$ cat src/rtl/ipdr_pkg.sv
package ipdr_pkg;

    // Fraction bits of the gains and of the summed terms
    localparam int FRAC_BITS = 16;

    // Field and register widths
    localparam int IN_W       = 16;
    localparam int GAIN_W     = 20;
    localparam int LIM_W      = 24;
    localparam int WIN_W      = 16;
    localparam int DUTY_W     = 16;
    localparam int ERR_W      = IN_W + 1;
    localparam int ESUM_W     = LIM_W + 1;
    localparam int DIFF_W     = ERR_W + 1;
    localparam int INC_W      = 16;

    // Product and sum widths (gains carry one extra zero sign bit)
    localparam int P_W        = GAIN_W + 1 + ERR_W;
    localparam int I_W        = GAIN_W + 1 + ESUM_W;
    localparam int D_W        = GAIN_W + 1 + DIFF_W;
    localparam int SUM_W      = I_W + 2;

    // Rounding and increment saturation bounds
    localparam logic [SUM_W-1:0] RND_HALF    = SUM_W'(1) << (FRAC_BITS - 1);
    localparam logic [SUM_W-1:0] RND_POS_MAX = SUM_W'(2 ** (INC_W - 1) - 1);
    localparam logic [SUM_W-1:0] RND_NEG_MAX = SUM_W'(2 ** (INC_W - 1));

    // Configuration port
    localparam int CFG_IDX_W  = 3;
    localparam int CFG_DATA_W = 24;

    typedef enum logic [CFG_IDX_W-1:0] {
        CFG_KP_GAIN        = 3'd0,
        CFG_KI_GAIN        = 3'd1,
        CFG_KD_GAIN        = 3'd2,
        CFG_INTEGRAL_LIMIT = 3'd3,
        CFG_ERROR_WINDOW   = 3'd4,
        CFG_DUTY_MAX       = 3'd5
    } t_cfg_idx;

    typedef struct packed {
        logic [GAIN_W-1:0] kp_gain;
        logic [GAIN_W-1:0] ki_gain;
        logic [GAIN_W-1:0] kd_gain;
        logic [LIM_W-1:0]  integral_limit;
        logic [WIN_W-1:0]  error_window;
        logic [DUTY_W-1:0] duty_max;
    } t_cfg;

    localparam logic [GAIN_W-1:0] KP_RST  = GAIN_W'(19661);
    localparam logic [GAIN_W-1:0] KI_RST  = GAIN_W'(996);
    localparam logic [GAIN_W-1:0] KD_RST  = GAIN_W'(655);
    localparam logic [LIM_W-1:0]  LIM_RST = LIM_W'(52632);
    localparam logic [WIN_W-1:0]  WIN_RST = WIN_W'(50);
    localparam logic [DUTY_W-1:0] DMAX_RST = DUTY_W'(3200);

endpackage

$ cat src/rtl/ipdr_integ.sv
module ipdr_integ (
    input  logic                                i_clk,
    input  logic                                i_rst_n,
    input  ipdr_pkg::t_cfg                      i_cfg,
    input  logic                                i_valid,
    output logic                                o_ready,
    input  logic signed [ipdr_pkg::IN_W-1:0]    i_target,
    input  logic signed [ipdr_pkg::IN_W-1:0]    i_measured,
    output logic                                o_valid,
    input  logic                                i_ready,
    output logic signed [ipdr_pkg::ERR_W-1:0]   o_err,
    output logic signed [ipdr_pkg::ESUM_W-1:0]  o_esum,
    output logic signed [ipdr_pkg::DIFF_W-1:0]  o_diff
);
    import ipdr_pkg::*;

    logic                     r_v0;
    logic signed [IN_W-1:0]   r_tgt;
    logic signed [IN_W-1:0]   r_meas;
    logic                     r_v1;
    logic signed [ERR_W-1:0]  r_err;    // also the previous error
    logic signed [ESUM_W-1:0] r_esum;   // also the integral state
    logic signed [DIFF_W-1:0] r_diff;

    logic                     c_ld0;
    logic                     c_ld1;
    logic signed [ERR_W-1:0]  c_err;
    logic [ERR_W-1:0]         c_aerr;
    logic                     c_integ;
    logic signed [ESUM_W:0]   c_acc;
    logic signed [ESUM_W:0]   c_lim;
    logic signed [ESUM_W:0]   c_clamp;
    logic signed [ESUM_W-1:0] n_esum;
    logic signed [DIFF_W-1:0] n_diff;

    // Stage handshake
    assign c_ld1   = r_v0 && (!r_v1 || i_ready);
    assign o_ready = !r_v0 || c_ld1;
    assign c_ld0   = i_valid && o_ready;

    // Error and window test
    assign c_err   = ERR_W'(r_tgt) - ERR_W'(r_meas);
    assign c_aerr  = c_err[ERR_W-1] ? ERR_W'(-c_err) : ERR_W'(c_err);
    assign c_integ = c_aerr < ERR_W'(i_cfg.error_window);

    // Integral update with symmetric clamp, cleared outside the window
    assign c_acc = (ESUM_W + 1)'(r_esum) + (ESUM_W + 1)'(c_err);
    assign c_lim = $signed({2'b00, i_cfg.integral_limit});

    always_comb begin
        if (c_acc > c_lim) begin
            c_clamp = c_lim;
        end else if (c_acc < -c_lim) begin
            c_clamp = -c_lim;
        end else begin
            c_clamp = c_acc;
        end
        n_esum = c_integ ? ESUM_W'(c_clamp) : '0;
    end

    assign n_diff = DIFF_W'(c_err) - DIFF_W'(r_err);

    // Control and state
    always_ff @(posedge i_clk) begin
        if (!i_rst_n) begin
            r_v0   <= 1'b0;
            r_v1   <= 1'b0;
            r_err  <= '0;
            r_esum <= '0;
        end else begin
            r_v0 <= c_ld0 ? 1'b1 : (c_ld1 ? 1'b0 : r_v0);
            r_v1 <= c_ld1 ? 1'b1 : (i_ready ? 1'b0 : r_v1);
            if (c_ld1) begin
                r_err  <= c_err;
                r_esum <= n_esum;
            end
        end
    end

    // Payload
    always_ff @(posedge i_clk) begin
        if (c_ld0) begin
            r_tgt  <= i_target;
            r_meas <= i_measured;
        end
        if (c_ld1) begin
            r_diff <= n_diff;
        end
    end

    assign o_valid = r_v1;
    assign o_err   = r_err;
    assign o_esum  = r_esum;
    assign o_diff  = r_diff;

    // Integral stays within the limit after every update
    a_esum_bound: assert property (@(posedge i_clk) disable iff (!i_rst_n)
        c_ld1 |=> (r_esum <= $signed({2'b00, i_cfg.integral_limit}))
               && (r_esum >= -$signed({2'b00, i_cfg.integral_limit})))
        else $error("integral outside limit");

    // Large error clears the integral
    a_esum_clear: assert property (@(posedge i_clk) disable iff (!i_rst_n)
        (c_ld1 && !c_integ) |=> (r_esum == '0))
        else $error("integral not cleared on large error");

endmodule

$ cat src/rtl/ipdr_terms.sv
module ipdr_terms (
    input  logic                                i_clk,
    input  logic                                i_rst_n,
    input  ipdr_pkg::t_cfg                      i_cfg,
    input  logic                                i_valid,
    output logic                                o_ready,
    input  logic signed [ipdr_pkg::ERR_W-1:0]   i_err,
    input  logic signed [ipdr_pkg::ESUM_W-1:0]  i_esum,
    input  logic signed [ipdr_pkg::DIFF_W-1:0]  i_diff,
    output logic                                o_valid,
    input  logic                                i_ready,
    output logic signed [ipdr_pkg::P_W-1:0]     o_p,
    output logic signed [ipdr_pkg::I_W-1:0]     o_i,
    output logic signed [ipdr_pkg::D_W-1:0]     o_d
);
    import ipdr_pkg::*;

    logic                r_v;
    logic signed [P_W-1:0] r_p;
    logic signed [I_W-1:0] r_i;
    logic signed [D_W-1:0] r_d;

    logic                c_ld;
    logic signed [P_W-1:0] n_p;
    logic signed [I_W-1:0] n_i;
    logic signed [D_W-1:0] n_d;

    assign o_ready = !r_v || i_ready;
    assign c_ld    = i_valid && o_ready;

    // Three independent gain products
    assign n_p = P_W'($signed({1'b0, i_cfg.kp_gain})) * P_W'(i_err);
    assign n_i = I_W'($signed({1'b0, i_cfg.ki_gain})) * I_W'(i_esum);
    assign n_d = D_W'($signed({1'b0, i_cfg.kd_gain})) * D_W'(i_diff);

    always_ff @(posedge i_clk) begin
        if (!i_rst_n) begin
            r_v <= 1'b0;
        end else begin
            r_v <= c_ld ? 1'b1 : (i_ready ? 1'b0 : r_v);
        end
    end

    always_ff @(posedge i_clk) begin
        if (c_ld) begin
            r_p <= n_p;
            r_i <= n_i;
            r_d <= n_d;
        end
    end

    assign o_valid = r_v;
    assign o_p     = r_p;
    assign o_i     = r_i;
    assign o_d     = r_d;

    // Stalled products are held
    a_hold: assert property (@(posedge i_clk) disable iff (!i_rst_n)
        (r_v && !i_ready) |=> (r_v && $stable(r_p) && $stable(r_i) && $stable(r_d)))
        else $error("products changed while stalled");

endmodule

$ cat src/rtl/ipdr_duty.sv
module ipdr_duty (
    input  logic                                i_clk,
    input  logic                                i_rst_n,
    input  ipdr_pkg::t_cfg                      i_cfg,
    input  logic                                i_valid,
    output logic                                o_ready,
    input  logic signed [ipdr_pkg::P_W-1:0]     i_p,
    input  logic signed [ipdr_pkg::I_W-1:0]     i_i,
    input  logic signed [ipdr_pkg::D_W-1:0]     i_d,
    output logic                                o_valid,
    input  logic                                i_ready,
    output logic [ipdr_pkg::DUTY_W-1:0]         o_duty
);
    import ipdr_pkg::*;

    logic                    r_vi;
    logic signed [INC_W-1:0] r_inc;
    logic                    r_vo;
    logic [DUTY_W-1:0]       r_duty;   // output register and duty state

    logic                    c_ldi;
    logic                    c_ldo;
    logic signed [SUM_W-1:0] c_total;
    logic                    c_neg;
    logic [SUM_W-1:0]        c_mag;
    logic [SUM_W-1:0]        c_rnd;
    logic signed [INC_W-1:0] n_inc;
    logic signed [DUTY_W+1:0] c_sum;
    logic signed [DUTY_W+1:0] c_dmax;
    logic [DUTY_W-1:0]       n_duty;

    // Stage handshake
    assign c_ldo   = r_vi && (!r_vo || i_ready);
    assign o_ready = !r_vi || c_ldo;
    assign c_ldi   = i_valid && o_ready;

    // Sum of terms, round half away from zero, saturate
    assign c_total = SUM_W'(i_p) + SUM_W'(i_i) + SUM_W'(i_d);
    assign c_neg   = c_total[SUM_W-1];
    assign c_mag   = c_neg ? SUM_W'(-c_total) : SUM_W'(c_total);
    assign c_rnd   = (c_mag + RND_HALF) >> FRAC_BITS;

    always_comb begin
        if (!c_neg) begin
            n_inc = (c_rnd > RND_POS_MAX) ? INC_W'(RND_POS_MAX) : INC_W'(c_rnd);
        end else begin
            n_inc = (c_rnd > RND_NEG_MAX) ? INC_W'(RND_NEG_MAX) : -INC_W'(c_rnd);
        end
    end

    // Duty accumulate and clamp to 0..duty_max
    assign c_sum  = $signed({2'b00, r_duty}) + (DUTY_W + 2)'(r_inc);
    assign c_dmax = $signed({2'b00, i_cfg.duty_max});

    always_comb begin
        if (c_sum > c_dmax) begin
            n_duty = i_cfg.duty_max;
        end else if (c_sum[DUTY_W+1]) begin
            n_duty = '0;
        end else begin
            n_duty = DUTY_W'(c_sum);
        end
    end

    always_ff @(posedge i_clk) begin
        if (!i_rst_n) begin
            r_vi   <= 1'b0;
            r_vo   <= 1'b0;
            r_duty <= '0;
        end else begin
            r_vi <= c_ldi ? 1'b1 : (c_ldo ? 1'b0 : r_vi);
            r_vo <= c_ldo ? 1'b1 : (i_ready ? 1'b0 : r_vo);
            if (c_ldo) begin
                r_duty <= n_duty;
            end
        end
    end

    always_ff @(posedge i_clk) begin
        if (c_ldi) begin
            r_inc <= n_inc;
        end
    end

    assign o_valid = r_vo;
    assign o_duty  = r_duty;

    // New duty never exceeds the upper clamp
    a_duty_max: assert property (@(posedge i_clk) disable iff (!i_rst_n)
        c_ldo |=> (r_duty <= i_cfg.duty_max))
        else $error("duty above duty_max");

    // A waiting result is neither dropped nor altered
    a_out_hold: assert property (@(posedge i_clk) disable iff (!i_rst_n)
        (r_vo && !i_ready) |=> (r_vo && $stable(r_duty)))
        else $error("waiting result lost");

endmodule

$ cat src/rtl/incremental_pid_duty_regulator_unit.sv
// Incremental PID duty regulator for one channel. Each request carries a
// setpoint and a measurement; the block forms the error, updates a clamped
// integral (cleared when the error is outside the window), sums the P, I and
// D terms in fixed point, rounds, saturates the increment to 16 bits signed
// and adds it to the held duty, clamped to 0..duty_max. One request is taken
// every cycle unless the result stream stalls. The integral and the duty each
// close their feedback in a single stage, which sets the one-request-per-cycle
// rate. The user must write gains and limits through the configuration port
// only while no request is in flight; the block itself does not enforce this.
module incremental_pid_duty_regulator_unit (
    input  logic                                 i_clk,
    input  logic                                 i_rst_n,
    // configuration
    input  logic                                 i_cfg_we,
    input  logic [ipdr_pkg::CFG_IDX_W-1:0]       i_cfg_idx,
    input  logic [ipdr_pkg::CFG_DATA_W-1:0]      i_cfg_data,
    // request stream
    input  logic                                 s_axis_tvalid,
    output logic                                 s_axis_tready,
    input  logic [31:0]                          s_axis_tdata,  // target_value, measured_sample
    // result stream
    output logic                                 m_axis_tvalid,
    input  logic                                 m_axis_tready,
    output logic [15:0]                          m_axis_tdata   // duty_value
);
    import ipdr_pkg::*;

    t_cfg r_cfg;

    logic                     c_v1;
    logic                     c_r1;
    logic signed [ERR_W-1:0]  c_err;
    logic signed [ESUM_W-1:0] c_esum;
    logic signed [DIFF_W-1:0] c_diff;
    logic                     c_v2;
    logic                     c_r2;
    logic signed [P_W-1:0]    c_p;
    logic signed [I_W-1:0]    c_i;
    logic signed [D_W-1:0]    c_d;

    // Configuration registers
    always_ff @(posedge i_clk) begin
        if (!i_rst_n) begin
            r_cfg.kp_gain        <= KP_RST;
            r_cfg.ki_gain        <= KI_RST;
            r_cfg.kd_gain        <= KD_RST;
            r_cfg.integral_limit <= LIM_RST;
            r_cfg.error_window   <= WIN_RST;
            r_cfg.duty_max       <= DMAX_RST;
        end else if (i_cfg_we) begin
            case (t_cfg_idx'(i_cfg_idx))
                CFG_KP_GAIN:        r_cfg.kp_gain        <= i_cfg_data[GAIN_W-1:0];
                CFG_KI_GAIN:        r_cfg.ki_gain        <= i_cfg_data[GAIN_W-1:0];
                CFG_KD_GAIN:        r_cfg.kd_gain        <= i_cfg_data[GAIN_W-1:0];
                CFG_INTEGRAL_LIMIT: r_cfg.integral_limit <= i_cfg_data[LIM_W-1:0];
                CFG_ERROR_WINDOW:   r_cfg.error_window   <= i_cfg_data[WIN_W-1:0];
                CFG_DUTY_MAX:       r_cfg.duty_max       <= i_cfg_data[DUTY_W-1:0];
                default: begin
                end
            endcase
        end
    end

    // Error and integral
    ipdr_integ u_integ (
        .i_clk      (i_clk),
        .i_rst_n    (i_rst_n),
        .i_cfg      (r_cfg),
        .i_valid    (s_axis_tvalid),
        .o_ready    (s_axis_tready),
        .i_target   ($signed(s_axis_tdata[15:0])),
        .i_measured ($signed(s_axis_tdata[31:16])),
        .o_valid    (c_v1),
        .i_ready    (c_r1),
        .o_err      (c_err),
        .o_esum     (c_esum),
        .o_diff     (c_diff)
    );

    // Gain products
    ipdr_terms u_terms (
        .i_clk   (i_clk),
        .i_rst_n (i_rst_n),
        .i_cfg   (r_cfg),
        .i_valid (c_v1),
        .o_ready (c_r1),
        .i_err   (c_err),
        .i_esum  (c_esum),
        .i_diff  (c_diff),
        .o_valid (c_v2),
        .i_ready (c_r2),
        .o_p     (c_p),
        .o_i     (c_i),
        .o_d     (c_d)
    );

    // Rounding, increment and duty output
    ipdr_duty u_duty (
        .i_clk   (i_clk),
        .i_rst_n (i_rst_n),
        .i_cfg   (r_cfg),
        .i_valid (c_v2),
        .o_ready (c_r2),
        .i_p     (c_p),
        .i_i     (c_i),
        .i_d     (c_d),
        .o_valid (m_axis_tvalid),
        .i_ready (m_axis_tready),
        .o_duty  (m_axis_tdata)
    );

endmodule

$ cat config.mk
export PLATFORM = sky130hd
export DESIGN_NAME = incremental_pid_duty_regulator_unit
export DESIGN_NICKNAME = d
export VERILOG_FILES = /design/src/rtl/ipdr_pkg.sv /design/src/rtl/ipdr_integ.sv /design/src/rtl/ipdr_terms.sv /design/src/rtl/ipdr_duty.sv /design/src/rtl/incremental_pid_duty_regulator_unit.sv
export SDC_FILE = /design/constraint.sdc
export NUM_CORES = 2
export LEC_CHECK = 0
export BUFFER_PORTS_ARGS = -buffer_cell sky130_fd_sc_hd__buf_4
export CORE_ASPECT_RATIO = 1.4
export CORE_MARGIN = 2
export CORE_UTILIZATION = 60
export CTS_BUF_LIST = sky130_fd_sc_hd__clkbuf_8
export DETAILED_ROUTE_END_ITERATION = 6
export PLACE_DENSITY_LB_ADDON = 0.1
export SLEW_MARGIN = 10
export SYNTH_ARGS = -nofsm -noshare
export SYNTH_HDL_FRONTEND = slang
export SYNTH_SLANG_ARGS = --single-unit
$ cat constraint.sdc
create_clock -name i_clk -period 9.2 [get_ports i_clk]
set_clock_uncertainty 0.15 [all_clocks]
set_input_delay 1.84 -clock i_clk [delete_from_list [all_inputs] [get_ports i_clk]]
set_output_delay 1.84 -clock i_clk [all_outputs]
set_load 0.1 [all_outputs]
==> impl_metrics.ini <==
[outcome]
status = finished, final reports clean

[worst_setup_path]
required_ps = 9520
crit_path_top_delay_cell = dfxtp_1
rrSetupSlack_ps = 450
critPathCaptureType = flip-flop
crit_path_max_incr_delay_ps = 670
critical_path_arrival_ps = 9070
crit_buf_inv = 4
startpoint_type = flip-flop
critical_path_class = reg -> reg
critPathTopFamily = adder cells
critPathMostFrequentCell = fa_1
crit_fanout = 14

[synth]
syn_inst = 7527
synth_area_leaders = fa_1, ha_1, edfxtp_1, inv_1, nand2_1
yosysTopAreaCell = fa_1
syn_area_mm2 = 0.0667
synth_top_area_share = 0.335
dominantRegCellSynth = edfxtp_1
ys_seq_area_frac = 0.139
synth_edf_count = 189
synth_warnings = 0
async_flop_share = 0
ys_types = 106
avgSynthCellArea_um2 = 8.86
synth-seq-cells = 368
syn_nets = 9306

[placement]
dp_hpwl_um = 152000
port_buffers = 81
placed_cell_area_mm2 = 0.0689
place.gp.congestion = 0.936

[pwr]
clock_power_share = 0.106
internal_power_mw = 9.09
power.density_mw_per_mm2 = 262
p_comb_frac = 0.752
leakage_nw = 33.1
p_seq_frac = 0.142
ir_drop_mv = 0.348
switchingPower_mw = 9.43
switching_share = 0.509

[finish]
multi_input_area_mm2 = 0.0509
area_growth_pct = 5.74
fin_nets = 9244
drive_above_1_share = 0.0540
final_area_mm2 = 0.0705
nFillCells = 9373
seqCellArea_mm2 = 0.00926

[routing]
drt_iter0_markers = 3218
avgViaCountPerCell = 5.72
dr.pass1.iters = 5
routedWlPerCell_um = 20.8
wl_um = 187000
ant_nets = 0
drc = 0
num_vias = 51400

[clocking]
cts_sinks = 368
cts_tree = yes
cts.htree.levels = 3
cts_buffers = 66
cts-root-buf = clkbuf_8
ctsHoldBuffers = 0
cts_resized = 0
path_clk_slew_ps = 70
cts_buffer_depth = 3
clock_latency_ps = 810
postCtsSetupBuffers = 0

[global_route]
grt_antenna_before_repair = 11
grt_pass1_wl_um = 296000
grt_max_degree = 79
grt_pass1_vias = 54600
track_usage = 0.338
overflow = 0

[sta]
holdWs_ps = 317
slew_headroom = 0.244
fin_crit_sh = 0.951
final_hold_viol_count = 0
worst_pin_slew_ps = 1130
post-route-min-period_ps = 8750
rsz0062_at_grt = no
slew_violations = 0
setup_tns_ps = 0
max_freq_ghz = 0.114
setup_violations = 0

[floorplan]
die_x_um = 286
core_area_mm2 = 0.110
num_rows = 144
fp.dieH_um = 399
boundaryPins = 82
die_area_mm2 = 0.114
start_util = 0.606

[job]
maxCapViolCount = 0

[hold_path]
hp-class = reg -> reg
## layout make-up
class                      count  share of cell area
clock inverter                48             0.00919
multi-input combinational   5410               0.722
clock buffer                  71              0.0139
tap                         1460              0.0259
antenna                       10            0.000355
inverter                    1401              0.0746
sequential                   368               0.131
timing repair buffer         218              0.0232
## placed cells by master, fill, tap and decap left out, types with 99 or more instances in the layout
master	count
edfxtp_1	189
xnor2_1	200
a21oi_1	203
nor3_1	99
buf_4	218
nor2_1	241
o21ai_0	175
inv_1	1405
nand2_1	1136
ha_1	598
and2_1	521
fa_1	1117
dfxtp_1	176
a21boi_0	121
## synth_stat cells, drive strengths merged (19+ instances only)
cell	n
nor2b	50
o21a	49
nor3	104
nand2b	77
xnor2	201
clkbuf	326
o211ai	50
xor2	64
o21ai	177
nand4	38
dfxtp	179
fa	1117
mux2i	38
a21oi	204
a211oi	43
nor4	19
nand2	1138
a21o	65
and3	33
or3	40
edfxtp	189
or2	22
inv	1399
o22ai	22
a21boi	123
o21bai	29
nor2	241
buf	22
ha	598
and2	521
nand3	97
a31oi	19
## metal layers
layer  routed length, um  global-route usage  share of wire  vias up
li1                    -                   -              -    23600
met1               67700               0.383           0.36    25600
met2               94600               0.604           0.51     1662
met3               11900              0.0483          0.064      554
met4               12400               0.203          0.067        2
met5                  19                   0        0.00010        -
## path summary, 6_finish.rpt
check / endpoint / cells past startpoint / startpoint
setup / recovery: u_terms.o_i[44] / 29 / u_integ.o_esum[9]
hold / removal: r_cfg[23] / 2 / r_cfg[23]
setup reg to reg: u_terms.o_i[44] / 29 / u_integ.o_esum[9]
hold reg to reg: r_cfg[23] / 2 / r_cfg[23]
## through the flow
| stage | setup slack, ps | util | cells | power [mW] |
|---|---|---|---|---|
| after floorplan | 768 | - | 7527 | 13.2 |
| after global placement | 541 | 0.626 | 8857 | 16.0 |
| after detailed placement | 374 | 0.626 | 8857 | 16.4 |
| after CTS | 325 | 0.640 | 8976 | 18.5 |
| after global routing | 50.2 | 0.641 | 8978 | 20.4 |
| final | 453 | 0.641 | 8986 | 18.5 |
## registers in the layout, summed over array words and instances, names as in the netlist, 16 cells and up
signal,count
u_integ.o_err,17
u_terms.o_p,38
u_integ.o_esum,25
u_duty.o_duty,16
u_duty.r_inc,16
u_terms.o_i,46
u_integ.o_diff,18
u_integ.r_tgt,16
r_cfg,116
u_terms.o_d,39
u_integ.r_meas,16
## worst reg2reg max path: cells and delay by family (launching register included)
family / cells / cell delay (ps)
compound gates: 13 / 3130
fa+ha+maj: 8 / 3710
flops: 1 / 670
simple gates: 3 / 300
buf+inv: 4 / 370
xor+xnor: 1 / 90
## power by group through the flow
stage / combinational (mW) / sequential, mW / clock [mW]
6_report: 13.9 / 2.63 / 1.96
5_1_grt: 15.7 / 2.64 / 2.06
4_1_cts: 13.8 / 2.62 / 2.00
3_5_place_dp: 13.7 / 2.65 / 0
3_3_place_gp: 13.4 / 2.65 / 0
2_1_floorplan: 10.7 / 2.43 / 0
## kinds of logic after synthesis
kind of cell	share of synthesized area
DFF	0.139
buffers and inverters	0.0989
muxes	0.00672
and+or+nand+nor	0.176
xor gates and xnor gates	0.0349
adders and majority gates	0.447
AOI/OAI and AO/OA	0.0970
No activity file was read; power rests on OpenSTA's default activity.
